===== src/rtl/pol_pkg.sv =====
`default_nettype none

package pol_pkg;

  localparam int CAPACITY_DEF = 16;
  localparam int MODE_W       = 3;
  localparam int POS_W        = 16;
  localparam int DATA_W       = 32;
  localparam int STATUS_W     = 2;
  localparam int COUNT_W      = 7;

  typedef enum logic [MODE_W-1:0] {
    MODE_APPEND   = 3'd0,
    MODE_PREPEND  = 3'd1,
    MODE_INSERT   = 3'd2,
    MODE_POP_TAIL = 3'd3,
    MODE_POP_HEAD = 3'd4,
    MODE_REMOVE   = 3'd5,
    MODE_DUMP     = 3'd6,
    MODE_NOP      = 3'd7
  } mode_t;

  typedef enum logic [STATUS_W-1:0] {
    ST_OK    = 2'd0,
    ST_EMPTY = 2'd1,
    ST_FULL  = 2'd2
  } status_t;

  typedef enum logic [1:0] {
    CELL_HOLD,
    CELL_INS,
    CELL_REM,
    CELL_ROT
  } cell_op_t;

  typedef struct packed {
    cell_op_t           op;
    logic [COUNT_W-1:0] idx;
  } cell_cmd_t;

endpackage

`default_nettype wire


===== src/rtl/pol_if.sv =====
`default_nettype none

interface pol_in_if;
  import pol_pkg::*;
  logic                     valid;
  logic                     ready;
  logic [MODE_W-1:0]        mode;
  logic [POS_W-1:0]         position;
  logic signed [DATA_W-1:0] value;

  modport source (output valid, mode, position, value, input ready);
  modport sink   (input valid, mode, position, value, output ready);
endinterface

interface pol_out_if;
  import pol_pkg::*;
  logic                     valid;
  logic                     ready;
  logic [STATUS_W-1:0]      status;
  logic signed [DATA_W-1:0] item_value;
  logic [COUNT_W-1:0]       entry_count;
  logic                     last;

  modport source (output valid, status, item_value, entry_count, last, input ready);
  modport sink   (input valid, status, item_value, entry_count, last, output ready);
endinterface

`default_nettype wire


===== src/rtl/pol_cell.sv =====
`default_nettype none

module pol_cell
  import pol_pkg::*;
#(
  parameter int IDX = 0
) (
  input  wire logic                     clk,
  input  wire cell_cmd_t                cmd,
  input  wire logic signed [DATA_W-1:0] value,
  input  wire logic signed [DATA_W-1:0] left_data,
  input  wire logic signed [DATA_W-1:0] right_data,
  input  wire logic signed [DATA_W-1:0] wrap_data,
  output logic signed [DATA_W-1:0]      data
);

  localparam logic [COUNT_W-1:0] MY_IDX = COUNT_W'(IDX);

  logic signed [DATA_W-1:0] data_r;
  logic signed [DATA_W-1:0] data_nxt;

  always_comb begin
    data_nxt = data_r;
    case (cmd.op)
      CELL_INS: begin
        if (MY_IDX > cmd.idx) begin
          data_nxt = left_data;
        end else if (MY_IDX == cmd.idx) begin
          data_nxt = value;
        end
      end
      CELL_REM: begin
        if (MY_IDX >= cmd.idx) begin
          data_nxt = right_data;
        end
      end
      CELL_ROT: begin
        // idx holds the last occupied slot
        if (MY_IDX == cmd.idx) begin
          data_nxt = wrap_data;
        end else if (MY_IDX < cmd.idx) begin
          data_nxt = right_data;
        end
      end
      default: data_nxt = data_r;
    endcase
  end

  always_ff @(posedge clk) begin
    data_r <= data_nxt;
  end

  assign data = data_r;

endmodule

`default_nettype wire


===== src/rtl/positional_ordered_list.sv =====
// positional_ordered_list: bounded ordered list held in a row of shifting cells
// append, prepend, insert, both pops, remove and no-op give their single item in the cycle after
// acceptance; one command per cycle while the output is taken and no dump is in progress
// dump: acceptance sets dump_r, then one item per cycle per stored entry while output is taken,
// read by the single head-cell read port as the row rotates; next command after the last
// reset: synchronous active-low rst_n empties the list and the output; entries are not cleared
`default_nettype none

module positional_ordered_list
  import pol_pkg::*;
#(
  parameter int CAPACITY = CAPACITY_DEF
) (
  input  wire logic clk,
  input  wire logic rst_n,
  pol_in_if.sink    in_ch,
  pol_out_if.source out_ch
);

  localparam int CNT_W = $clog2(CAPACITY + 1);
  localparam logic [CNT_W-1:0] CAP_C = CNT_W'(CAPACITY);
  localparam logic [CNT_W-1:0] ONE_C = CNT_W'(1);

  logic [CNT_W-1:0] count_r, count_nxt;
  logic             dump_r, dump_nxt;
  logic [CNT_W-1:0] rem_r, rem_nxt;

  logic                     out_valid_r, out_valid_nxt;
  logic [STATUS_W-1:0]      status_r, status_nxt;
  logic signed [DATA_W-1:0] item_r, item_nxt;
  logic [COUNT_W-1:0]       cnt_out_r, cnt_out_nxt;
  logic                     last_r, last_nxt;

  cell_cmd_t                cmd;
  logic signed [DATA_W-1:0] cell_q [CAPACITY];

  logic             out_free;
  logic             accept;
  logic [POS_W-1:0] cnt16;
  logic             pos_past;
  mode_t            mode;

  assign out_free    = !out_valid_r || out_ch.ready;
  assign in_ch.ready = !dump_r && out_free;
  assign accept      = in_ch.valid && in_ch.ready;
  assign cnt16       = POS_W'(count_r);
  assign pos_past    = in_ch.position >= cnt16;
  assign mode        = mode_t'(in_ch.mode);

  always_comb begin
    count_nxt     = count_r;
    dump_nxt      = dump_r;
    rem_nxt       = rem_r;
    out_valid_nxt = out_valid_r && !out_ch.ready;
    status_nxt    = status_r;
    item_nxt      = item_r;
    cnt_out_nxt   = cnt_out_r;
    last_nxt      = last_r;
    cmd.op        = CELL_HOLD;
    cmd.idx       = '0;

    if (dump_r && out_free) begin
      cmd.op        = CELL_ROT;
      cmd.idx       = COUNT_W'(count_r - ONE_C);
      out_valid_nxt = 1'b1;
      status_nxt    = ST_OK;
      item_nxt      = cell_q[0];
      cnt_out_nxt   = COUNT_W'(count_r);
      last_nxt      = (rem_r == ONE_C);
      rem_nxt       = rem_r - ONE_C;
      dump_nxt      = (rem_r != ONE_C);
    end else if (accept) begin
      out_valid_nxt = 1'b1;
      status_nxt    = ST_OK;
      item_nxt      = '0;
      last_nxt      = 1'b1;
      case (mode)
        MODE_APPEND, MODE_PREPEND, MODE_INSERT: begin
          if (count_r == CAP_C) begin
            status_nxt = ST_FULL;
          end else begin
            cmd.op = CELL_INS;
            if (mode == MODE_APPEND) begin
              cmd.idx = COUNT_W'(count_r);
            end else if (mode == MODE_PREPEND) begin
              cmd.idx = '0;
            end else if (pos_past) begin
              cmd.idx = COUNT_W'(count_r);
            end else begin
              cmd.idx = COUNT_W'(in_ch.position);
            end
            count_nxt = count_r + ONE_C;
          end
        end
        MODE_POP_TAIL, MODE_POP_HEAD, MODE_REMOVE: begin
          if (count_r == '0) begin
            status_nxt = ST_EMPTY;
          end else begin
            cmd.op = CELL_REM;
            if (mode == MODE_POP_HEAD) begin
              cmd.idx = '0;
            end else if (mode == MODE_POP_TAIL || pos_past) begin
              cmd.idx = COUNT_W'(count_r - ONE_C);
            end else begin
              cmd.idx = COUNT_W'(in_ch.position);
            end
            count_nxt = count_r - ONE_C;
          end
        end
        MODE_DUMP: begin
          if (count_r == '0) begin
            status_nxt = ST_EMPTY;
          end else begin
            out_valid_nxt = out_valid_r && !out_ch.ready;
            status_nxt    = status_r;
            item_nxt      = item_r;
            last_nxt      = last_r;
            dump_nxt      = 1'b1;
            rem_nxt       = count_r;
          end
        end
        default: status_nxt = ST_OK;
      endcase
      if (!(mode == MODE_DUMP && count_r != '0)) begin
        cnt_out_nxt = COUNT_W'(count_nxt);
      end
    end
  end

  always_ff @(posedge clk) begin
    if (!rst_n) begin
      count_r     <= '0;
      dump_r      <= 1'b0;
      rem_r       <= '0;
      out_valid_r <= 1'b0;
    end else begin
      count_r     <= count_nxt;
      dump_r      <= dump_nxt;
      rem_r       <= rem_nxt;
      out_valid_r <= out_valid_nxt;
    end
  end

  always_ff @(posedge clk) begin
    status_r  <= status_nxt;
    item_r    <= item_nxt;
    cnt_out_r <= cnt_out_nxt;
    last_r    <= last_nxt;
  end

  for (genvar k = 0; k < CAPACITY; k++) begin : g_cell
    logic signed [DATA_W-1:0] left_d;
    logic signed [DATA_W-1:0] right_d;
    if (k == 0) begin : g_first
      assign left_d = '0;
    end else begin : g_mid_l
      assign left_d = cell_q[k-1];
    end
    if (k == CAPACITY - 1) begin : g_end
      assign right_d = '0;
    end else begin : g_mid_r
      assign right_d = cell_q[k+1];
    end
    pol_cell #(
      .IDX (k)
    ) u_cell (
      .clk        (clk),
      .cmd        (cmd),
      .value      (in_ch.value),
      .left_data  (left_d),
      .right_data (right_d),
      .wrap_data  (cell_q[0]),
      .data       (cell_q[k])
    );
  end

  assign out_ch.valid       = out_valid_r;
  assign out_ch.status      = status_r;
  assign out_ch.item_value  = item_r;
  assign out_ch.entry_count = cnt_out_r;
  assign out_ch.last        = last_r;

endmodule

`default_nettype wire

===== src/flat_wrapper.sv =====
// flat-port wrapper written by rule: the top's interface ports become plain ports
module positional_ordered_list_flat import pol_pkg::*;
#(
  parameter int CAPACITY = CAPACITY_DEF
)
  (clk, rst_n, in_ch_valid, in_ch_mode, in_ch_position, in_ch_value, in_ch_ready, out_ch_valid, out_ch_status, out_ch_item_value, out_ch_entry_count, out_ch_last, out_ch_ready);
  pol_in_if in_ch_i ();
  pol_out_if out_ch_i ();
  input  wire logic clk;
  input  wire logic rst_n;
  input wire logic [$bits(in_ch_i.valid)-1:0] in_ch_valid;
  input wire logic [$bits(in_ch_i.mode)-1:0] in_ch_mode;
  input wire logic [$bits(in_ch_i.position)-1:0] in_ch_position;
  input wire logic [$bits(in_ch_i.value)-1:0] in_ch_value;
  output wire logic [$bits(in_ch_i.ready)-1:0] in_ch_ready;
  output wire logic [$bits(out_ch_i.valid)-1:0] out_ch_valid;
  output wire logic [$bits(out_ch_i.status)-1:0] out_ch_status;
  output wire logic [$bits(out_ch_i.item_value)-1:0] out_ch_item_value;
  output wire logic [$bits(out_ch_i.entry_count)-1:0] out_ch_entry_count;
  output wire logic [$bits(out_ch_i.last)-1:0] out_ch_last;
  input wire logic [$bits(out_ch_i.ready)-1:0] out_ch_ready;
  assign in_ch_i.valid = in_ch_valid;
  assign in_ch_i.mode = in_ch_mode;
  assign in_ch_i.position = in_ch_position;
  assign in_ch_i.value = in_ch_value;
  assign in_ch_ready = in_ch_i.ready;
  assign out_ch_valid = out_ch_i.valid;
  assign out_ch_status = out_ch_i.status;
  assign out_ch_item_value = out_ch_i.item_value;
  assign out_ch_entry_count = out_ch_i.entry_count;
  assign out_ch_last = out_ch_i.last;
  assign out_ch_i.ready = out_ch_ready;
  positional_ordered_list #(.CAPACITY(CAPACITY)) u_core (.clk(clk), .rst_n(rst_n), .in_ch(in_ch_i), .out_ch(out_ch_i));
endmodule

===== config.mk =====
export PLATFORM = sky130hd
export DESIGN_NAME = positional_ordered_list_flat
export DESIGN_NICKNAME = d
export VERILOG_FILES = /design/src/rtl/pol_pkg.sv /design/src/rtl/pol_if.sv /design/src/rtl/pol_cell.sv /design/src/rtl/positional_ordered_list.sv /design/src/flat_wrapper.sv
export SDC_FILE = /design/constraint.sdc
export NUM_CORES = 2
export LEC_CHECK = 0
export BUFFER_PORTS_ARGS = -buffer_cell sky130_fd_sc_hd__buf_2
export CAP_MARGIN = 20
export CORE_ASPECT_RATIO = 1.4
export CORE_MARGIN = 4
export CORE_UTILIZATION = 30
export CTS_BUF_LIST = sky130_fd_sc_hd__clkbuf_8
export DETAILED_ROUTE_END_ITERATION = 8
export GPL_TIMING_DRIVEN = 0
export HOLD_SLACK_MARGIN = 0.02
export PLACE_DENSITY = 0.53
export SLEW_MARGIN = 20
export SYNTH_ARGS = -nofsm -noshare
export SYNTH_HDL_FRONTEND = slang
export SYNTH_SLANG_ARGS = --single-unit

===== constraint.sdc =====
create_clock -name clk -period 6.7 [get_ports clk]
set_input_delay 1.005 -clock clk [delete_from_list [all_inputs] [get_ports clk]]
set_output_delay 1.005 -clock clk [all_outputs]
set_load 0.02 [all_outputs]

==> impl_metrics.yaml <==
grt:
  grt_use_total: 0.269
  grt_pass1_wl_um: 212000
  overflow: 0
  grt_pass1_vias: 28400
  grt_antenna_before_repair: 12
  grt_max_degree: 33
critical_path:
  reg2reg_slack_ns: 0.57
  critPathKind: "flip-flop to flip-flop"
  cp.arrival_ns: 6.57
  crit_path_end_kind: "flip-flop"
  worstPathRequired_ns: 7.14
  r2r_cells: 14
  cp_max_fo: 17
  cp-start-kind: "flip-flop"
place:
  gp_congestion: 1.01
  post-place-ws_ns: 0.402
  placed_area_mm2: 0.0345
  hpwl_um: 108000
  io_buffers: 63
timing:
  relSlewSlack: 0.126
  fmax_mhz: 163
  maxSlewViolCount: 0
  setup-tns-final_ns: 0
  finalSetupViolCount: 0
  min_period_ns: 6.13
  rsz0062_at_grt: "no"
  finClkSkew_ns: 0.0626
  fin_crit_sh: 0.915
  hold_viol_final: 0
  timing.final.ws_setup_ns: 0.569
  worst_slew_pin_slew_ns: 1.31
  whs_ns: 0.488
pwr:
  clkPwrFrac: 0.282
  p_comb_frac: 0.274
  cellLeakagePower_uw: 0.0129
  internal_power_uw: 6950
  switching_share: 0.358
  ir_worst_vdd_mv: 0.154
  powerDensity_mw_per_mm2: 298
  switchingPower_uw: 3870
  seqPwrFrac: 0.444
cts:
  path_clk_slew_ns: 0.06
  cts-resized-gates: 0
  clk_latency_ns: 0.79
  cts.path.max_buffers: 3
  cts_buffers: 92
  hold_buffers: 0
  cts_tree: "built"
  postCtsSetupBuffers: 0
  clock_sinks: 564
  cts-htree-levels: 3
  clock-root-buffer: "clkbuf_8"
min_path:
  holdCritPathClass: "flip-flop to flip-flop"
  holdPathStages: 2
logic_synthesis:
  synth_edf_count: 550
  ys_top_cells_by_area: "edfxtp_1 (52%), mux2i_1 (9.1%), a221o_1 (5.1%)"
  ys_ff_latch: 564
  syn-cell-area_mm2: 0.0316
  synthFlopType: "edfxtp_1"
  syn_area_per_cell_um2: 10.8
  ys_seq_area_frac: 0.531
  yosys.cell_types.count: 77
  ys_async_sr_fraction: 0
  yosysWarningCount: 0
  syn_inst: 2922
  synth.largest_area_cell: "edfxtp_1"
  yosys.area.top_type_share: 0.522
floorplan:
  core_area_mm2: 0.104
  fp.dieW_um: 282
  dieArea_mm2: 0.111
  rows: 140
  initial_core_util: 0.303
  pin_count: 99
  die-height_um: 392
cells_and_area:
  finalInstanceArea_mm2: 0.0362
  layout.nets: 3177
  ff_latch_area_mm2: 0.0168
  final_common_cell: "edfxtp_1"
  layout_common_cells: "edfxtp_1 (550), nand2_1 (322), mux2i_1 (288)"
  fill_cells: 10600
  drive_above_1_share: 0.107
  multi_input_area_mm2: 0.0132
  area_delta_synth_final_pct: 14.6
drt:
  drt_iter0_drc: 3969
  dr_total_vias: 28900
  ant_nets: 0
  avgViaCountPerCell: 6.36
  drc: 6
  wire_per_inst_um: 33.9
  finalWirelength_um: 154000
  detail_route.first_pass.iterations: 9
status:
  violations: "DRC"
  status: "finished with violations"
run:
  cap_violations: 0
==> flip-flops by register name, indices dropped and copies added, names as in the netlist <==
| signal | flops |
|---|---|
| u_core.dump_r | 1 |
| u_core.rem_r | 5 |
| u_core.out_ch.last | 1 |
| u_core.out_ch.item_value | 32 |
| u_core.g_cell.u_cell.data | 512 |
| u_core.out_ch.valid | 1 |
| u_core.out_ch.status | 2 |
| u_core.out_ch.entry_count | 5 |
| u_core.count_r | 5 |
==> per-stage QoR <==
step	total power [uW]	std cells	utilization
after floorplan	6450	2923	-
after global placement	7580	4335	0.322
after detailed placement	7700	4368	0.331
after CTS	10700	4532	0.347
after global routing	11100	4533	0.347
final	10800	4537	0.347
==> area by class of cell <==
| cell class | count | area share |
|---|---|---|
| inverter | 143 | 0.0148 |
| sequential | 564 | 0.463 |
| timing repair buffer | 96 | 0.0279 |
| clock buffer | 95 | 0.0361 |
| tap | 1349 | 0.0466 |
| antenna | 5 | 0.000345 |
| buffer | 327 | 0.0369 |
| clock inverter | 69 | 0.0106 |
| multi-input combinational | 1889 | 0.363 |
==> critical path: stages, from the launching register on <==
cell	delay [ns]
dfxtp_1	0.44
clkbuf_1	0.42
inv_1	0.19
ha_1	0.33
o2111ai_1	0.15
nor3b_4	0.47
a31oi_1	0.24
a221oi_2	0.69
nand2_1	0.33
nor4_1	0.44
or2_1	0.16
buf_2	0.31
clkbuf_1	0.71
a22o_2	0.66
buf_12	0.25
==> path summary, 6_finish.rpt <==
check,start,end
max,u_core.count_r[3]$_SDFFE_PN0P_,u_core.g_cell[9].u_cell.data[14]$_DFFE_PP_
min,u_core.out_ch.status[1]$_SDFFE_PP0P_,u_core.out_ch.status[1]$_SDFFE_PP0P_
max reg2reg,u_core.count_r[3]$_SDFFE_PN0P_,u_core.g_cell[9].u_cell.data[14]$_DFFE_PP_
min reg2reg,u_core.out_ch.status[1]$_SDFFE_PP0P_,u_core.out_ch.status[1]$_SDFFE_PP0P_
==> cell usage after synthesis (5+ instances only) <==
cell type,number
a21oi_1,36
a221o_1,161
a22o_1,65
a22oi_1,159
a32oi_1,35
a41oi_1,5
and2_1,7
and3_1,35
and4_1,5
buf_1,18
buf_2,68
clkbuf_1,237
dfxtp_1,14
edfxtp_1,550
ha_1,9
inv_1,141
mux2i_1,288
nand2_1,323
nand2b_1,5
nand3_1,138
nand4_1,7
nor2_1,123
nor3_1,9
nor4_1,12
o211ai_1,100
o21ai_0,216
o221ai_1,64
==> power groups by stage <==
stage / sequential, uW / clock (uW) / combinational [uW]
6_report: 4800 / 3050 / 2960
5_1_grt: 4820 / 3200 / 3060
4_1_cts: 4780 / 3070 / 2860
3_5_place_dp: 4850 / 0 / 2850
3_3_place_gp: 4910 / 0 / 2670
2_1_floorplan: 4800 / 0 / 1650
==> cell families (layout without fill, tap and decap cells) <==
logic type | after synthesis | after routing | synth area share
AO/OA/AOI/OAI | 894 | 894 | 0.215
XOR/XNOR | 4 | 4 | 0.00111
adder cells (fa/ha/maj) | 9 | 9 | 0.00356
buffers and inverters | 470 | 730 | 0.0590
flip-flops | 564 | 564 | 0.531
multiplexers | 289 | 289 | 0.0915
other | 1 | 7 | 0.000119
AND/OR/NAND/NOR | 691 | 691 | 0.0989
==> layer usage <==
metal  up-vias  global-route usage  wire (um)
met5         -                   0         65
met4        12               0.174      11700
met3       604              0.0612      15600
met2      2215               0.440      71300
met1     14300               0.316      55200
li1      11700                   -          -
(Power assumes the default switching activity.)
